`config.mk`:
```
export PLATFORM = sky130hd
export DESIGN_NAME = ptl_clear
export DESIGN_NICKNAME = d
export VERILOG_FILES = /design/src/ptl_clear.sv
export SDC_FILE = /design/constraint.sdc
export NUM_CORES = 1
export LEC_CHECK = 0
export BUFFER_PORTS_ARGS = -buffer_cell sky130_fd_sc_hd__buf_4
export CORE_MARGIN = 1
export CORE_UTILIZATION = 53
export DETAILED_ROUTE_END_ITERATION = 10
export MAX_ROUTING_LAYER = met4
export PLACE_DENSITY = 0.79
export REMOVE_ABC_BUFFERS = 1
export SETUP_SLACK_MARGIN = 0.1
export SLEW_MARGIN = 20
export SYNTH_ARGS = -nofsm -noshare
export SYNTH_HDL_FRONTEND = slang
export SYNTH_SLANG_ARGS = --single-unit
```
`constraint.sdc`:
```
create_clock -name clk -period 3.9 [get_ports clk]
set_input_delay 0.78 -clock clk [delete_from_list [all_inputs] [get_ports clk]]
set_output_delay 0.78 -clock clk [all_outputs]
set_load 0.005 [all_outputs]
```
`src/ptl_clear.sv`:
```
// reset sweep counter: walks every memory index once after reset
// no dependencies

module ptl_clear #(
	parameter int COUNT = 16384,
	parameter int CW    = 14
) (
	input  logic          clk,
	input  logic          arst_n,
	output logic          active,
	output logic [CW-1:0] idx
);

	logic          active_q;
	logic [CW-1:0] idx_q;

	always_ff @(posedge clk or negedge arst_n) begin
		if (!arst_n) begin
			active_q <= 1'b1;
			idx_q    <= '0;
		end else if (active_q) begin
			if (idx_q == CW'(COUNT - 1)) begin
				active_q <= 1'b0;
			end
			idx_q <= idx_q + 1'b1;
		end
	end

	assign active = active_q;
	assign idx    = idx_q;

endmodule

```
==> impl_metrics.env <==
export IMPL_status="finished, final reports clean"
export IMPL_synth_seq_cells=15
export IMPL_synth_main_ff_cell="dfrtp_1"
export IMPL_first_pass_iters=2
export IMPL_maxSlewHeadroom=0.827
export IMPL_clk_path_buf_depth=2
export IMPL_drt_total_wl_um=1220
export IMPL_clk_pin_slew_ps=90
export IMPL_drive_gt1_frac=0.384
export IMPL_area_growth_pct=23.2
export IMPL_ys_warn_count=0
export IMPL_grt_pass1_wl_um=2090
export IMPL_clockRootBuffer="clkbuf_4"
export IMPL_setup_tns_ps=0
export IMPL_clock_fmax_mhz=549
export IMPL_drcViolationCount=0
export IMPL_fill_cells=89
export IMPL_fin_skew_ps=8.43
export IMPL_cts_resized=0
export IMPL_required_ps=3120
export IMPL_worst_setup_path_type="reg2out"
export IMPL_yosys_top_cells_area="dfrtp_1 (50%), nand4_4 (9.0%), xnor2_1 (8.7%), xor2_1 (7.4%), dfstp_2 (3.7%)"
export IMPL_die_h_um=38.5
export IMPL_start_util=0.604
export IMPL_layout_cells_non_filler=87
export IMPL_ys_types=19
export IMPL_vias=462
export IMPL_setup_viol=0
export IMPL_ys_seq_area_frac=0.533
export IMPL_synth_edf_count=0
export IMPL_synth_top_area_share=0.496
export IMPL_arrival_ps=1040
export IMPL_dpl_cell_count=83
export IMPL_cp_start_kind="flop"
export IMPL_grt_usage=0.222
export IMPL_nNetsFinal=77
export IMPL_yosysTopAreaCell="dfrtp_1"
export IMPL_path_buf_inv=1
export IMPL_ys_async_sr_fraction=1.00
export IMPL_crit_path_cell_trace="buf_4"
export IMPL_slowest_delay_ps=630
export IMPL_die_width_um=38.5
export IMPL_p_leak_uw=0.000466
export IMPL_initialDrtViolationCount=2
export IMPL_hold_class="in2async"
export IMPL_synthCells=53
export IMPL_yosys_top_cells_count="dfrtp_1 (14), xnor2_1 (7), xor2_1 (6)"
export IMPL_cts_made_buffers=3
export IMPL_dp_hpwl_um=909
export IMPL_holdBufCountCts=0
export IMPL_drt_vias_per_instance=5.31
export IMPL_cp_slowest_cell="dfstp_2"
export IMPL_period_needed_ps=1820
export IMPL_cts_setup_buffers=0
export IMPL_avgSynthCellArea_um2=13.3
export IMPL_drv_cap=0
export IMPL_insertion_delay_ps=280
export IMPL_critPathMaxFanout=7
export IMPL_grt_pass1_vias=466
export IMPL_grt_setup_unrepaired="no"
export IMPL_fin_crit_sh=0.467
export IMPL_crit_path_end_kind="output port"
export IMPL_grt_max_degree=16
export IMPL_wl_per_cell_um=14.0
export IMPL_path_delay_family="flip-flops"
export IMPL_synth_area_um2=707
export IMPL_gp_congestion=0.680
export IMPL_antenna_left=0
export IMPL_ioPinCount=17
export IMPL_synth_most_common_cell="dfrtp_1"
export IMPL_htree_levels=1
export IMPL_row_count=12
export IMPL_die_area_um2=1480
export IMPL_ir_worst_vdd_mv=0.176
export IMPL_globalRouteOverflowTotal=0
export IMPL_coreArea_um2=1170
export IMPL_finalHoldViolCount=0
export IMPL_p_per_area_nw_per_um2=282
export IMPL_grt_antenna_before_repair=0
export IMPL_n_antenna_cell=0
export IMPL_cts_sinks=15
export IMPL_cts_tree="yes"
export IMPL_io_buffers=16
export IMPL_finalMaxSlewViolations=0
export IMPL_tightest_slew_ps=258
## path summary, 6_finish.rpt
check / endpoint / cells after the start / start / slack [ps]
min in group clk: idx[13] / 1 / idx[13] / 520
worst max-delay path: active / 1 / active / 2080
worst min-delay path: idx[10] / 1 / arst_n / 330
worst max register to register: idx[12] / 4 / idx[0] / 2470
max in group asynchronous: active / 1 / arst_n / 3330
worst min register to register: idx[13] / 1 / idx[13] / 520
## stage by stage
step | hold WS, ps | util | total power (uW) | setup WS (ps) | area (um2)
after floorplan | 484 | - | 159 | 2530 | 707
after global placement | 486 | 0.721 | 162 | 2390 | 845
after detailed placement | 496 | 0.721 | 162 | 2390 | 845
after CTS | 341 | 0.744 | 248 | 2080 | 871
after global routing | 338 | 0.744 | 256 | 2040 | 871
final | 334 | 0.744 | 246 | 2080 | 871
## where the power goes
group / internal (uW) / total (uW) / switching [uW]
clock network: 39.6 / 86.7 / 47.1
logic: 0.688 / 3.48 / 2.79
registers: 155 / 155 / 0
## flip-flops by register name, indices dropped and copies added, names as in the netlist
register,flops
idx,14
active,1
## metal layers
metal	part of all wire	vias up	track usage
li1	-	227	-
met1	0.45	216	0.263
met2	0.46	15	0.313
met3	0.055	4	0.0465
met4	0.029	0	0.198
met5	0	-	-
## layout by cell type (no fill, tap or decap), drive strengths merged
master	Yosys	layout
buf	0	16
dfrtp	14	14
xnor2	7	7
xor2	6	6
nand2	5	5
nand4	5	5
clkbuf	0	4
nor3	2	2
nand3	2	2
nor2	2	2
and3	2	2
inv	1	1
o41a	1	1
mux2	1	1
nor4b	1	1
and4	1	1
nor4	1	1
ha	1	1
dfstp	1	1
## logic make-up (layout without fill, tap and decap cells)
family | Yosys count | in the layout | share of synthesized area
simple gates | 21 | 21 | 0.251
flops | 15 | 15 | 0.533
xor+xnor | 13 | 13 | 0.161
fa+ha+maj | 1 | 1 | 0.0177
compound gates | 1 | 1 | 0.0159
mux | 1 | 1 | 0.0159
buf+inv | 1 | 21 | 0.00530
## area by class of cell
class                           count  area (um2)  area share
Sequential cell                    15         377       0.432
Inverter                            1        3.75     0.00431
Timing Repair Buffer               16         120       0.138
Clock buffer                        4        26.3      0.0302
Tap cell                           14        17.5      0.0201
Multi-Input combinational cell     37         327       0.375
Power figures use the tool's default switching activity.
