**src/ptl_ram.sv**
```systemverilog
// single write port, single read port synchronous memory, registered read
// no dependencies

module ptl_ram #(
	parameter int DEPTH = 64,
	parameter int AW    = 6,
	parameter int WIDTH = 8
) (
	input  logic             clk,
	input  logic             we,
	input  logic [AW-1:0]    waddr,
	input  logic [WIDTH-1:0] wdata,
	input  logic [AW-1:0]    raddr,
	output logic [WIDTH-1:0] rdata
);

	logic [WIDTH-1:0] mem [DEPTH];

	always_ff @(posedge clk) begin
		if (we) begin
			mem[waddr] <= wdata;
		end
		rdata <= mem[raddr];
	end

endmodule

```
**config.mk**
```make
export PLATFORM = sky130hd
export DESIGN_NAME = ptl_ram
export DESIGN_NICKNAME = d
export VERILOG_FILES = /design/src/ptl_ram.sv
export SDC_FILE = /design/constraint.sdc
export NUM_CORES = 1
export LEC_CHECK = 0
export BUFFER_PORTS_ARGS = -buffer_cell sky130_fd_sc_hd__buf_4
export CAP_MARGIN = 20
export CORE_ASPECT_RATIO = 2
export CORE_MARGIN = 3
export CORE_UTILIZATION = 30
export CTS_CLUSTER_DIAMETER = 120
export DETAILED_ROUTE_END_ITERATION = 10
export SYNTH_ARGS = -nofsm -noshare
export SYNTH_HDL_FRONTEND = slang
export SYNTH_SLANG_ARGS = --single-unit
```
**constraint.sdc**
```tcl
create_clock -name clk -period 6.8 [get_ports clk]
set_input_delay 1.7 -clock clk [delete_from_list [all_inputs] [get_ports clk]]
set_output_delay 1.7 -clock clk [all_outputs]
set_load 0.05 [all_outputs]
```
==> summary.txt <==
Critical path
  • Worst Setup End Kind: flip-flop
  • Last element of the critical path: rdata[2]
  • Crit-path max FO: 68
  • Start of the worst register-to-register path: mem[3][3]
  • Crit. Startpoint: raddr[0]
  • Reg-to-Reg End: rdata[3]
  • Crit path DAT: ~4.7 ns
  • CP required: 7.23 ns
  • Reg2Reg Setup Slack: between 4 and 5 ns
  • Type of origin of the critical path: input port
  • R2R cell count: 4
  • Critical path type: in -> reg

Synth
  • Count leader, synth: edfxtp_1
  • Mapped Area: slightly above 0.02 sq mm
  • Share of the synthesized area in the top cell type: approximately three quarters
  • Synth area leaders: edfxtp_1 76%, mux4_2 14%, nor2_1 1.5%, mux2i_1 1.1%, dfxtp_1 0.79%
  • Mapped Cells: 940
  • Seq cells post-synth: 520
  • Net Count, Synth: about 960
  • YS warnings: 0
  • Top cells by count, synth: 512 x edfxtp_1, 126 x mux4_2, 83 x nor2_1
  • Distinct cells, synth: 40
  • Register area share after synthesis: between 70% and 80%
  • Predominant post-synthesis flop cell: edfxtp_1
  • Asr flop ratio synth: 0%
  • Dominant cell type by area after synthesis: edfxtp_1
  • Avg Cell Area, Syn: about 21 sq um
  • Post-synth EDFFs: slightly above 500

Finish
  • Share of layout cells above drive strength 1: 23.8%
  • FILL cells: ~6,200
  • Finished layout cell area: between 0.02 and 0.025 sq mm
  • Synthesis-to-layout area growth: 12.3%
  • Layout Cells excl Fill: approximately 1,900
  • Final Core Density: 34.2%
  • Fin nets: around 990

Clock tree
  • Clock buffer depth: 3
  • Clock latency on the worst-skew pair: 0.57 ns
  • H-tree level count: 2
  • CTS root buffer: clkbuf_16
  • CTS buffer count: 41
  • Cts hold-fix bufs: 0
  • # resized after CTS: 0
  • TritonCTS clock tree: built
  • Clk slew on worst S/H paths: 0.07 ns
  • Post-CTS Setup Bufs: 0
  • CTS sink cnt: 520

Route
  • Met3 routed WL: 2050 um
  • Remaining routing DRC violations: 0
  • Met1 Wirelength: about 16,000 um
  • Top layer in use: met5
  • Met2 WL: 28,100 um
  • Via count: slightly above 9,000
  • Final wirelength: between 40,000 and 50,000 um
  • Iteration-0 DRC Markers: slightly below 900
  • Avg WL per Cell: 26.0 um
  • Antenna-violating nets left: 0
  • Vias per inst: 4.93
  • Pre-antenna DRT Iters: 5

Global route
  • Grt ovf: 0
  • First-pass GRT wire length: ~71,000 um
  • Largest net degree at the start of global routing: slightly below 70
  • Vias in the first global route: a little over 10,000
  • Total GRT Usage: about 14%
  • Initial antenna violation count: 5

Floorplan
  • Starting density of the core: between 30% and 40%
  • # IOs: 30
  • Die height: 373 um
  • Die X: 189 um
  • Die area: between 0.07 and 0.08 sq mm
  • Floorplan row count: ~130
  • Core area: between 0.06 and 0.07 sq mm

STA
  • Final worst slack: between 2 and 3 ns
  • RSZ-0062 raised after global routing: no
  • Max_slew headroom: 33.4%
  • Post-route minimum period: 4.22 ns
  • Worst clock skew: roughly 0.021 ns
  • Sum Neg Setup Slack: 0 ns
  • Worst hold slack: between 0.8 and 0.9 ns
  • Final Max Slew Viols: 0
  • Final setup fails: 0
  • Final hold vios: 0
  • Slew of the pin with the lowest slew margin: about 1.0 ns
  • Fin crit share: 62.1%
  • Fmax: ~240 MHz

Min path
  • Hold path startpoint: mem[22][2]
  • Worst min path class: reg -> reg

Placement
  • Placed Cells: 1,805
  • Placed Instance Area: 0.0212 sq mm
  • Pre-CTS setup slack: 2.00 ns
  • Number of buffers inserted by port buffering: 29
  • HPWL after DPL: around 33,000 um
  • RD Place Congestion: about 0.82

Power and ir drop
  • Leakage power: roughly 6.8 nW
  • PD cells: approximately 280 mW/mm^2
  • Reg power frac: about 55%
  • Logic pwr share: around 5.5%
  • Sw frac: between 20% and 30%
  • Cell Int Power: 5.08 mW
  • Clock Power Share: roughly two fifths
  • Peak supply drop: 147 uV
  • Final Power: 6.43 mW
  • Switching power: 1.35 mW

Job
  • Max-cap viol count: 0

Outcome
  • Run status: completed
## kinds of logic (layout without fill, tap and decap cells)
| logic type | count (synthesis) | in the layout | synth area share, % |
|---|---|---|---|
| flip-flops | 520 | 520 | 77.0 |
| multiplexers | 162 | 162 | 15.9 |
| AND/OR/NAND/NOR | 153 | 153 | 3.39 |
| AO/OA/AOI/OAI | 54 | 54 | 2.07 |
| buffers and inverters | 51 | 115 | 1.57 |
| other | 0 | 3 | 0 |
## layout by cell type, fill, tap and decap left out, types with 2 or more instances in the layout
cell        count
a211oi_1        4
nand3b_1        3
o221ai_1        8
clkinv_2        5
nand4_1         2
nand2b_1        7
mux2i_1        23
nor2b_1        14
dfxtp_1         8
bufinv_16       6
mux2_2         13
o41ai_1         2
nand3_1        13
a21oi_1         3
o22ai_1         8
clkbuf_1       14
clkinv_1        3
o21ai_1         2
a221oi_1        6
o2bb2ai_1       3
o221a_2         2
o2111ai_1       3
nor3_1          7
mux4_2        126
clkinvlp_4      3
nor4_1          2
o21ai_0         2
buf_4          38
nand2_1        19
clkbuf_16      43
diode_2         3
a22oi_1         3
edfxtp_1      512
nor2_1         83
clkbuf_8        2
o21a_1          2
o32ai_1         2
## layout make-up
type | count | area (sq um) | share of cell area [%]
antenna | 3 | 7.51 | 0.0332
clock buffer | 58 | 1140 | 5.04
clock inverter | 18 | 248 | 1.09
multi-input combinational | 369 | 4320 | 19.1
sequential | 520 | 15500 | 68.6
tap | 877 | 1100 | 4.85
timing repair buffer | 39 | 299 | 1.32
## worst min path at each step
stage / endpoint / slack [ns] / depth (start not counted)
3_3_place_gp: rdata[2] / 0.86 / 4
5_1_grt: rdata[2] / 0.92 / 4
4_1_cts: rdata[2] / 0.89 / 4
2_1_floorplan: rdata[0] / 0.72 / 4
6_report: rdata[2] / 0.90 / 4
3_5_place_dp: rdata[2] / 0.87 / 4
## routing by layer
metal  GRT usage (%)  vias up
met4            8.21        4
met2            27.0      285
li1                -     3970
met5               0        -
met3            2.03      103
met1            13.5     4935
## registers in the layout (all words and copies together) (netlist names)
signal / cells
mem: 512
rdata: 8
## critical path, cell delays in order
cell       delay, ns
clkbuf_8        0.63
buf_4           0.67
mux4_2          0.59
mux4_2          0.50
nor2_1          0.22
nor3_1          0.07
o2bb2ai_1       0.13
## power groups by stage
stage | registers, mW | logic, mW | clock network [mW]
final | 3.55 | 0.355 | 2.52
after global routing | 3.56 | 0.375 | 2.67
after CTS | 3.55 | 0.362 | 2.56
after detailed placement | 3.63 | 0.362 | 0
after global placement | 3.63 | 0.355 | 0
after floorplan | 3.64 | 0.189 | 0
Power figures use the tool's default switching activity.
